### config.mk
export PLATFORM = sky130hd
export DESIGN_NAME = credit_ready_queue_scheduler
export DESIGN_NICKNAME = d
export VERILOG_FILES = /design/src/hdl/crqs_pkg.sv /design/src/hdl/crqs_ctrl.sv /design/src/hdl/crqs_datapath.sv /design/src/hdl/credit_ready_queue_scheduler.sv
export SDC_FILE = /design/constraint.sdc
export NUM_CORES = 2
export LEC_CHECK = 0
export BUFFER_PORTS_ARGS = -buffer_cell sky130_fd_sc_hd__buf_2
export CAP_MARGIN = 20
export CORE_ASPECT_RATIO = 0.7
export CORE_MARGIN = 3
export CORE_UTILIZATION = 60
export CTS_BUF_LIST = sky130_fd_sc_hd__clkbuf_8
export DETAILED_ROUTE_END_ITERATION = 16
export PLACE_DENSITY = 0.76
export SYNTH_ARGS = -nofsm -noshare
export SYNTH_HDL_FRONTEND = slang
export SYNTH_SLANG_ARGS = --single-unit
### constraint.sdc
create_clock -name aclk -period 8.85 [get_ports aclk]
set_clock_uncertainty 0.2 [all_clocks]
set_input_delay 0 -clock aclk [delete_from_list [all_inputs] [get_ports aclk]]
set_output_delay 0 -clock aclk [all_outputs]
set_load 0.01 [all_outputs]
### src/hdl/crqs_pkg.sv
// Package for the credit ready queue scheduler.
// Types, opcodes, status codes and controller states; no dependencies.
package crqs_pkg;

    localparam int QUEUE_DEPTH_DEF = 16;
    localparam logic [6:0] WAKE_BONUS_RST = 7'd20;
    localparam logic [6:0] CREDIT_CAP_RST = 7'd100;

    localparam logic [1:0] OP_INSERT   = 2'd0;
    localparam logic [1:0] OP_WAKE     = 2'd1;
    localparam logic [1:0] OP_DISPATCH = 2'd2;
    localparam logic [1:0] OP_FIND     = 2'd3;

    localparam logic [1:0] ST_OK    = 2'd0;
    localparam logic [1:0] ST_FULL  = 2'd1;
    localparam logic [1:0] ST_EMPTY = 2'd2;

    localparam logic CFG_WAKE_BONUS = 1'b0;
    localparam logic CFG_CREDIT_CAP = 1'b1;

    typedef struct packed {
        logic [1:0]        opcode;
        logic [7:0]        thread_id;
        logic signed [7:0] credit;
        logic              to_expired;
    } crqs_in_t;

    typedef struct packed {
        logic [1:0]        status;
        logic [7:0]        chosen_id;
        logic signed [7:0] chosen_credit;
        logic              found;
    } crqs_out_t;

    typedef enum logic [1:0] {
        S_IDLE,
        S_EXEC,
        S_HOLD
    } crqs_state_t;

    // Controller to datapath.
    typedef struct packed {
        logic load;   // capture input item
        logic exec;   // perform the operation on the queues
    } crqs_cmd_t;

    // Datapath to controller.
    typedef struct packed {
        logic done;
    } crqs_stat_t;

endpackage

### src/hdl/crqs_ctrl.sv
// Controller of the scheduler: one item at a time through load, execute, hold.
// Depends on crqs_pkg.
module crqs_ctrl import crqs_pkg::*; (
    input  logic       aclk,
    input  logic       aresetn,
    input  logic       s_valid,
    output logic       s_ready,
    output logic       m_valid,
    input  logic       m_ready,
    output crqs_cmd_t  cmd,
    input  crqs_stat_t stat
);

    crqs_state_t state_reg, state_next;

    always_ff @(posedge aclk) begin
        if (!aresetn) begin
            state_reg <= S_IDLE;
        end else begin
            state_reg <= state_next;
        end
    end

    always_comb begin
        state_next = state_reg;
        case (state_reg)
            S_IDLE: begin
                if (s_valid) state_next = S_EXEC;
            end
            S_EXEC: begin
                if (stat.done) state_next = S_HOLD;
            end
            S_HOLD: begin
                if (m_ready) state_next = S_IDLE;
            end
            default: state_next = S_IDLE;
        endcase
    end

    always_comb begin
        s_ready  = (state_reg == S_IDLE);
        m_valid  = (state_reg == S_HOLD);
        cmd.load = (state_reg == S_IDLE) && s_valid;
        cmd.exec = (state_reg == S_EXEC);
    end

    a_one_side: assert property (@(posedge aclk) disable iff (!aresetn)
        !(s_ready && m_valid)) else $error("ready and valid both high");
    a_exec_after_load: assert property (@(posedge aclk) disable iff (!aresetn)
        cmd.load |=> cmd.exec) else $error("load not followed by exec");
    a_hold_after_done: assert property (@(posedge aclk) disable iff (!aresetn)
        (cmd.exec && stat.done) |=> m_valid) else $error("result not shown");

endmodule

### src/hdl/crqs_datapath.sv
// Datapath of the scheduler: two sorted register banks with shift insert and pop.
// Depends on crqs_pkg.
module crqs_datapath import crqs_pkg::*; #(
    parameter int QUEUE_DEPTH = QUEUE_DEPTH_DEF
) (
    input  logic       aclk,
    input  logic       aresetn,
    input  crqs_cmd_t  cmd,
    output crqs_stat_t stat,
    input  crqs_in_t   s_data,
    output crqs_out_t  m_data,
    input  logic       cfg_we,
    input  logic       cfg_index,
    input  logic [6:0] cfg_data
);

    localparam int CW = $clog2(QUEUE_DEPTH + 1);

    logic [7:0]        ids_reg  [2][QUEUE_DEPTH];
    logic signed [7:0] crs_reg  [2][QUEUE_DEPTH];
    logic [CW-1:0]     cnt_reg  [2];
    logic              act_reg;
    logic [6:0]        bonus_reg, cap_reg;
    crqs_in_t          item_reg;
    crqs_out_t         res_reg, res_next;

    logic              bank;
    logic signed [7:0] new_cr;
    logic signed [8:0] sum;
    logic              do_ins, do_pop, full;
    logic [QUEUE_DEPTH-1:0] ge;      // entry k stays ahead of the new one
    logic [QUEUE_DEPTH-1:0] hit;

    // Wake credit: saturate at the cap; insert keeps the given credit.
    always_comb begin
        sum = $signed({item_reg.credit[7], item_reg.credit}) + $signed({2'b00, bonus_reg});
        if (sum > $signed({2'b00, cap_reg})) new_cr = $signed({1'b0, cap_reg});
        else new_cr = sum[7:0];
        if (item_reg.opcode == OP_INSERT) new_cr = item_reg.credit;
    end

    always_comb begin
        bank = act_reg;
        if (item_reg.opcode == OP_INSERT && item_reg.to_expired) bank = !act_reg;
        if (item_reg.opcode == OP_DISPATCH && cnt_reg[act_reg] == '0) bank = !act_reg;
        full = (cnt_reg[bank] == CW'(QUEUE_DEPTH));
        for (int k = 0; k < QUEUE_DEPTH; k++) begin
            ge[k]  = (CW'(k) < cnt_reg[bank]) && (crs_reg[bank][k] >= new_cr);
            hit[k] = ((CW'(k) < cnt_reg[0]) && ids_reg[0][k] == item_reg.thread_id)
                  || ((CW'(k) < cnt_reg[1]) && ids_reg[1][k] == item_reg.thread_id);
        end
        do_ins = cmd.exec && !full
              && (item_reg.opcode == OP_INSERT || item_reg.opcode == OP_WAKE);
        do_pop = cmd.exec && item_reg.opcode == OP_DISPATCH && cnt_reg[bank] != '0;

        res_next = '0;
        case (item_reg.opcode)
            OP_INSERT, OP_WAKE: res_next.status = full ? ST_FULL : ST_OK;
            OP_DISPATCH: begin
                if (cnt_reg[bank] == '0) begin
                    res_next.status = ST_EMPTY;
                end else begin
                    res_next.chosen_id     = ids_reg[bank][0];
                    res_next.chosen_credit = crs_reg[bank][0];
                end
            end
            OP_FIND: res_next.found = |hit;
            default: res_next = '0;
        endcase
    end

    assign stat.done = cmd.exec;
    assign m_data    = res_reg;

    always_ff @(posedge aclk) begin
        if (cmd.load) item_reg <= s_data;
        if (cmd.exec) res_reg <= res_next;
        // Shift cells: each entry takes its own, its neighbor's, or the new item.
        for (int k = 0; k < QUEUE_DEPTH; k++) begin
            if (do_ins && !ge[k]) begin
                if (k == 0 || ge[(k == 0) ? 0 : k-1]) begin
                    ids_reg[bank][k] <= item_reg.thread_id;
                    crs_reg[bank][k] <= new_cr;
                end else begin
                    ids_reg[bank][k] <= ids_reg[bank][(k == 0) ? 0 : k-1];
                    crs_reg[bank][k] <= crs_reg[bank][(k == 0) ? 0 : k-1];
                end
            end
            if (do_pop && k < QUEUE_DEPTH - 1) begin
                ids_reg[bank][k] <= ids_reg[bank][(k < QUEUE_DEPTH - 1) ? k+1 : k];
                crs_reg[bank][k] <= crs_reg[bank][(k < QUEUE_DEPTH - 1) ? k+1 : k];
            end
        end
        if (!aresetn) begin
            cnt_reg[0] <= '0;
            cnt_reg[1] <= '0;
            act_reg    <= 1'b0;
            bonus_reg  <= WAKE_BONUS_RST;
            cap_reg    <= CREDIT_CAP_RST;
        end else begin
            if (do_ins) cnt_reg[bank] <= cnt_reg[bank] + 1'b1;
            if (do_pop) begin
                cnt_reg[bank] <= cnt_reg[bank] - 1'b1;
                act_reg       <= bank;
            end
            if (cfg_we && cfg_index == CFG_WAKE_BONUS) bonus_reg <= cfg_data;
            if (cfg_we && cfg_index == CFG_CREDIT_CAP) cap_reg   <= cfg_data;
        end
    end

    a_cnt0: assert property (@(posedge aclk) disable iff (!aresetn)
        cnt_reg[0] <= CW'(QUEUE_DEPTH)) else $error("bank 0 overflow");
    a_cnt1: assert property (@(posedge aclk) disable iff (!aresetn)
        cnt_reg[1] <= CW'(QUEUE_DEPTH)) else $error("bank 1 overflow");
    a_excl: assert property (@(posedge aclk) disable iff (!aresetn)
        !(do_ins && do_pop)) else $error("insert and pop together");

endmodule

### src/hdl/credit_ready_queue_scheduler.sv
// Top level of the credit ready queue scheduler.
// Depends on crqs_pkg, crqs_ctrl and crqs_datapath.
//
// Two credit-sorted queues (active and expired) of QUEUE_DEPTH entries each,
// held in registers. One item is handled at a time: it is taken while idle,
// executed in the execute state, and its result is held until the output
// transfer; no new item is taken until then. Insert and wake shift all
// later entries of the target bank in one step; dispatch shifts the bank down.
// cfg_index 0 is wake_bonus, 1 is credit_cap; write only while idle.
module credit_ready_queue_scheduler import crqs_pkg::*; #(
    parameter int QUEUE_DEPTH = QUEUE_DEPTH_DEF
) (
    input  logic       aclk,
    input  logic       aresetn,
    input  logic       s_valid,
    output logic       s_ready,
    input  crqs_in_t   s_data,
    output logic       m_valid,
    input  logic       m_ready,
    output crqs_out_t  m_data,
    input  logic       cfg_we,
    input  logic       cfg_index,
    input  logic [6:0] cfg_data
);

    crqs_cmd_t  cmd;
    crqs_stat_t stat;

    crqs_ctrl u_ctrl (
        .aclk, .aresetn, .s_valid, .s_ready, .m_valid, .m_ready,
        .cmd, .stat
    );

    crqs_datapath #(.QUEUE_DEPTH(QUEUE_DEPTH)) u_dp (
        .aclk, .aresetn, .cmd, .stat, .s_data, .m_data,
        .cfg_we, .cfg_index, .cfg_data
    );

endmodule

; ---- After elaboration in Yosys (flattened, before gate mapping)
; Memories as Yosys holds them, arrays and structs flattened. A register that Yosys moved wholly into a read port is not among the register bits.
; Cells that the tools add are included.
[totals]
ff_bits = 55
ramBits = 522
in_bits = 32
out_inout_bits = 21
memories = 3
[classes]
add_sub_neg = 3
magnitude_cmp = 65
eq_ne = 40
muxes = 176
n_bitwise = 63
n_reduce_logical = 118
[memory_table]
columns = name, words, word_bits, rd, rd_clocked_by_memory_dff, wr, line_no
row1 = u_dp.crs_reg, 2, 128, 1, 0, 1, crqs_datapath.sv:20  ; logic signed [7:0] crs_reg [2][QUEUE_DEPTH];
row2 = u_dp.ids_reg, 2, 128, 3, 0, 1, crqs_datapath.sv:19  ; logic [7:0] ids_reg [2][QUEUE_DEPTH];
row3 = u_dp.cnt_reg, 2, 5, 4, 1, 2, crqs_datapath.sv:21  ; logic [CW-1:0] cnt_reg [2];
[ops]
columns = cell, count
row1 = $mux W8, 62
row2 = $eq A8 B8 Y1, 32
row3 = $ge A8 B8 Y1, 16
row4 = $lt A4 B5 Y1 const A, 24
row5 = $mux W1, 107
row6 = $logic_and A1 B1 Y1, 73
row7 = $or A1 B1 Y1, 61
row8 = $lt A3 B5 Y1 const A, 12
row9 = $lt A1 B5 Y1 const A, 6
row10 = $lt A2 B5 Y1 const A, 6
row11 = $logic_not A1 Y1, 18
row12 = $logic_or A1 B1 Y1, 17
row13 = $reduce_or A16 Y1, 1
row14 = $logic_not A5 Y1, 2
row15 = $mux W5, 2
row16 = $add A8 B8 Y9, 1
row17 = $gt A9 B8 Y1, 1
row18 = $eq A2 B2 Y1 const B, 3
row19 = $mux W2, 3
row20 = $pmux W2 S3, 1
row21 = $add A5 B1 Y5 const B, 1
row22 = $eq A5 B5 Y1 const B, 1
row23 = $reduce_bool A5 Y1, 1
row24 = $reduce_or A5 Y1, 1
row25 = other kinds (9), 13

; ---- Logic depth before layout (Yosys ltp)
; An unclocked memory read counts as a cell.
[logic_depth]
depth_word = 15
ltp_mapped = 27
ltp_nobuf = 26

; ---- By module
; Synthesis repeated with hierarchy kept, for this count alone.
[hier_totals]
hier_cells = 3156
hier_area_um2 = 33632.3
[by_module_without_submodules]
columns = module, n_inst, cells_per_inst, area_each_um2
row1 = crqs_datapath, 1, 3144, 33520.9
row2 = crqs_ctrl, 1, 12, 111.4

; ---- Worst setup path before layout
; OpenSTA, ideal clock, no wires.
[synth_timing]
path_type = register to register
start = register u_dp.item_reg[1] (netlist name)
end = memory u_dp.crs_reg[0][40] (netlist name), enable pin
arrival_time_ns = 6.124
required_ns = 8.262
path_slack_ns = 2.138
stages_incl_launch_ff = 25
path_cell_list = edfxtp_1 -> ha_1 -> fa_1 -> a21o_1 -> nand4_1 -> nand3_1 -> xor2_1 -> ha_1 -> a211oi_1 -> o21ai_0 -> a21oi_1 -> o2bb2ai_1 -> nand2_1 -> a21oi_1 -> a21oi_1 -> clkinv_1 -> ha_1 -> a31o_2 -> a21o_1 -> a2111oi_0 -> o21ai_0 -> a221oi_2 -> clkbuf_1 -> nor2_1 -> nor2_1
[synth_between]
elab_chain_len = 12
[synth_rtl]
columns = item, line_no
row1 = "start, declared", crqs_datapath.sv:24  ; crqs_in_t item_reg;
row2 = "start signal, assigned", crqs_datapath.sv:76  ; if (cmd.load) item_reg <= s_data;
row3 = $add A8 B8 Y9, crqs_datapath.sv:36  ; sum = $signed({item_reg.credit[7], item_reg.credit}) + $signed({2'b00, bonus_reg});
row4 = $gt A9 B8 Y1, crqs_datapath.sv:37  ; if (sum > $signed({2'b00, cap_reg})) new_cr = $signed({1'b0, cap_reg});
row5 = $mux W8, crqs_datapath.sv:37
row6 = $mux W8 *, crqs_datapath.sv:39  ; if (item_reg.opcode == OP_INSERT) new_cr = item_reg.credit;
row7 = $ge A8 B8 Y1, crqs_datapath.sv:48  ; ge[k] = (CW'(k) < cnt_reg[bank]) && (crs_reg[bank][k] >= new_cr);
row8 = $logic_and A1 B1 Y1, crqs_datapath.sv:48
row9 = $logic_not A1 Y1, crqs_datapath.sv:80  ; if (do_ins && !ge[k]) begin
row10 = $logic_and A1 B1 Y1, crqs_datapath.sv:80
row11 = $mux W1, crqs_datapath.sv:80
row12 = $mux W1 (on tied branches), "crqs_datapath.sv:83, crqs_datapath.sv:86"
row13 = $or A1 B1 Y1 (no line) * (2 in series), --
row14 = "end, declared", crqs_datapath.sv:20
; Every way passes the cells marked *; elsewhere a longest branch is shown, timed or not.

; ---- Final worst setup path
[layout_timing]
start = register u_dp.item_reg[1] (netlist name)
end = memory u_dp.crs_reg[0][62] (netlist name) (data pin)
[layout_between]
elab_chain_len = 12
[layout_rtl]
columns = item, line_no
row1 = $add A8 B8 Y9, crqs_datapath.sv:36
row2 = $gt A9 B8 Y1, crqs_datapath.sv:37
row3 = $mux W8, crqs_datapath.sv:37
row4 = $mux W8 *, crqs_datapath.sv:39
row5 = $ge A8 B8 Y1, crqs_datapath.sv:48
row6 = $logic_and A1 B1 Y1, crqs_datapath.sv:48
row7 = $logic_not A1 Y1, crqs_datapath.sv:80
row8 = $logic_and A1 B1 Y1, crqs_datapath.sv:80
row9 = $mux W1, crqs_datapath.sv:80
row10 = $mux W1, crqs_datapath.sv:86  ; crs_reg[bank][k] <= crs_reg[bank][(k == 0) ? 0 : k-1];
row11 = $mux W8 (no line) * (2 in series), --
; Marked as above.

==> results.md <==
- Critical Path AT: 7.63 ns
- GPL Wtd Cong: 1.00
- Leading area contributor after synthesis: edfxtp_1
- Area contributors post-synth: edfxtp_1 (51%), mux2i_1 (5.5%), nand2_1 (4.9%), ha_1 (4.7%), xnor2_1 (4.6%)
- CTS tree: done
- DR iter-0 viols: 4261
- Area of placed instances: 34300 um^2
- Critical Path Fanout Max: 18
- Net Sw Frac: 33.5%
- Core ar.: 54300 um^2
- Fin. max-slew vios: 0
- Share of cells above drive strength 1: 11.3%
- Drt via density: 6.87
- Post-synth EDFFs: 560
- Sequential area share after synthesis: 51.6%
- Netlist Area Pre-Place: 33300 um^2
- Cells after synthesis: 3006
- Area Overhead vs Synth: 10.4%
- Vias in the first global route: 26000
- Antenna Cells: 0
- Clk Latency, worst-skew pair: 0.71 ns
- Die Area: 58400 um^2
- Most used cell along the critical path: ha_1
- Initial antenna violation count: 0
- Horiz. Die Dim: 288 um
- Clock Tree Root: clkbuf_8
- Wire per inst: 28.2 um
- Ys async rst share: 0%
- First-pass GRT wire length: 163 mm
- Net Count, Synth: 3165
- Clock Power Share: 29.7%
- Clk sink count: 578
- Hold Fails Final Rpt: 0
- TNS Setup: 0 ns
- Post-DRT Antenna Nets: 0
- Synth cell types: 105
- Height of the die: 203 um
- CP Class: flop to flop
- Ys flop type: edfxtp_1
- Startpoint Class: flop
- FP Rows: 71
- Detailed placement HPWL: 77.0 mm
- Crit path largest cell delay: 0.80 ns
- H-tree Lvls: 3
- Largest net degree at the start of global routing: 89
- Clock Pin Slew Worst Setup and Hold Paths: 0.07 ns
- Vias: 26900
- Commonest cells in the synthesized netlist: edfxtp_1 (560), nand2_1 (432), nor2_1 (201)
- Gate power share: 26.4%
- Reg-to-reg slack, setup: 1.39 ns
- Drc violations: 0
- Crit path max-delay cell type: a21oi_2
- Synth top area share: 50.5%
- CTS max path bufs: 3
- Initial Utilization: 61.3%
- Grt ovf: 0
- Sequential share of power: 43.9%
- Final WL: 111 mm
- Initial DRT Pass Iterations: 6
- Synth warn: 0
- Avg Inst Size Synth: 11.1 um^2
- Most numerous cell in the Yosys netlist: edfxtp_1
- Critical Path RT: 9.02 ns
- RSZ-0062 raised after global routing: no
- Pint: 0.00499 W
- FILL cells: 4081
- Final Critical Period: 7.46 ns
- Num CTS Buffers: 89
- Crit-path cells: ha_1, fa_1, a21o_1, nand4_1, nand3_1, xor2_1, ha_1, a211oi_1, o21ai_0, a21oi_1, a2bb2oi_2, o32a_1, inv_2, ha_1, a21oi_1, nor3_1, a211oi_1, a31o_2, o211ai_2, buf_4, a21oi_2, a221oi_1
- Design area: 36700 um^2
- Port Buffers: 52
- Post-CTS Setup Bufs: 0
- Final setup vio count: 0
- Slew margin rel.: 20.7%
- Leakage: 14.1 nW
- Period utilisation layout: 84.3%
- I/O pin count: 53
- Max-Cap Viols: 0
- Total GRT Usage: 37.1%
- FMAX: 134 MHz
- Power density over cell area: 204 nW/um^2
- Least-Margin Pin Slew: 1.19 ns
- Yosys reg bits: 578
- Status: finished, final reports clean
- CP Capture Type: flop
- Max IR drop VDD: 0.150 mV
- Hold/Removal Path Class: input pin to flop
- Net Sw Power: 0.00251 W
- # nets final: 3276
## cells by family after synthesis
logic type	after synthesis	synth area share, %
and+or+nand+nor	955	13.0
DFF	578	51.6
AOI/OAI and AO/OA	575	13.1
buffers and inverters	282	3.72
xor gates and xnor gates	269	7.08
muxes	217	6.66
adders and majority gates	130	4.90
## final cells by class
class / count / area (um^2) / area share, %
flip-flops and latches: 578 / 17200 / 46.7
multi-input cells: 2146 / 14900 / 40.6
repair buffers: 214 / 1690 / 4.60
clock buffers: 90 / 1240 / 3.37
well taps: 730 / 913 / 2.49
clock inverters: 73 / 465 / 1.27
inverters: 88 / 330 / 0.899
## worst max-delay path: cells and delay by family, from the launching register on
family / cells / cell delay [ns]
DFF: 1 / 0.40
xor gates and xnor gates: 1 / 0.22
buffers and inverters: 2 / 0.75
AOI/OAI and AO/OA: 12 / 3.86
and+or+nand+nor: 3 / 0.26
adders and majority gates: 4 / 1.40
## worst paths after layout
path | from | cells past startpoint | endpoint
worst min-delay path | cfg_index | 5 | u_dp.bonus_reg[3]$_SDFFE_PN0P_
worst max register to register | u_dp.item_reg[1]$_DFFE_PP_ | 22 | u_dp.crs_reg[0][62]$_DFFE_PP_
worst min register to register | u_dp.bonus_reg[0]$_SDFFE_PN0P_ | 2 | u_dp.bonus_reg[0]$_SDFFE_PN0P_
worst max-delay path | u_dp.item_reg[1]$_DFFE_PP_ | 22 | u_dp.crs_reg[0][62]$_DFFE_PP_
## cells in the final DEF, fill, tap and decap left out, types with 48 or more instances in the layout
cell / instances
edfxtp_1: 560
nand2_1: 432
nor2_1: 201
mux2i_1: 183
xnor2_1: 174
ha_1: 126
a21oi_1: 122
inv_1: 120
xor2_1: 95
clkbuf_8: 90
buf_4: 86
nand3_1: 73
dlygate4sd3_1: 71
o21ai_0: 59
o221ai_1: 59
nor3_1: 57
buf_2: 52
a221o_1: 50
a221oi_1: 48
## repair_timing
item / in CTS / in global routing
gates resized for setup: 0 / 0
endpoints found under the hold margin: 76 / 0
hold buffers: 71 / 0
## through the flow
stage	instances	hold slack (ns)	util, %	setup WS (ns)	power (W)
floorplan	3006	-0.101	-	2.14	0.00458
CTS	3916	0.0280	67.7	1.52	0.00741
detailed placement	3682	-0.0219	63.2	1.57	0.00521
global placement	3680	-0.0241	63.2	1.83	0.00513
global route	3919	0.104	67.7	0.886	0.00774
finish	3919	0.0807	67.7	1.39	0.00750
## metal layers
layer	global-route usage, %	vias to the layer above	wire [um]
met2	52.1	2146	45800
met4	13.5	0	4120
met3	10.5	283	16800
met5	0	-	0
met1	54.8	13000	43800
li1	-	11500	-
## power groups by stage
| stage | clock network, W | logic (W) | registers, W |
|---|---|---|---|
| floorplan | 0 | 0.00125 | 0.00332 |
| global placement | 0 | 0.00179 | 0.00334 |
| detailed placement | 0 | 0.00186 | 0.00335 |
| CTS | 0.00223 | 0.00190 | 0.00329 |
| global route | 0.00235 | 0.00210 | 0.00330 |
| finish | 0.00223 | 0.00198 | 0.00329 |
No activity file was read; power rests on OpenSTA's default activity.
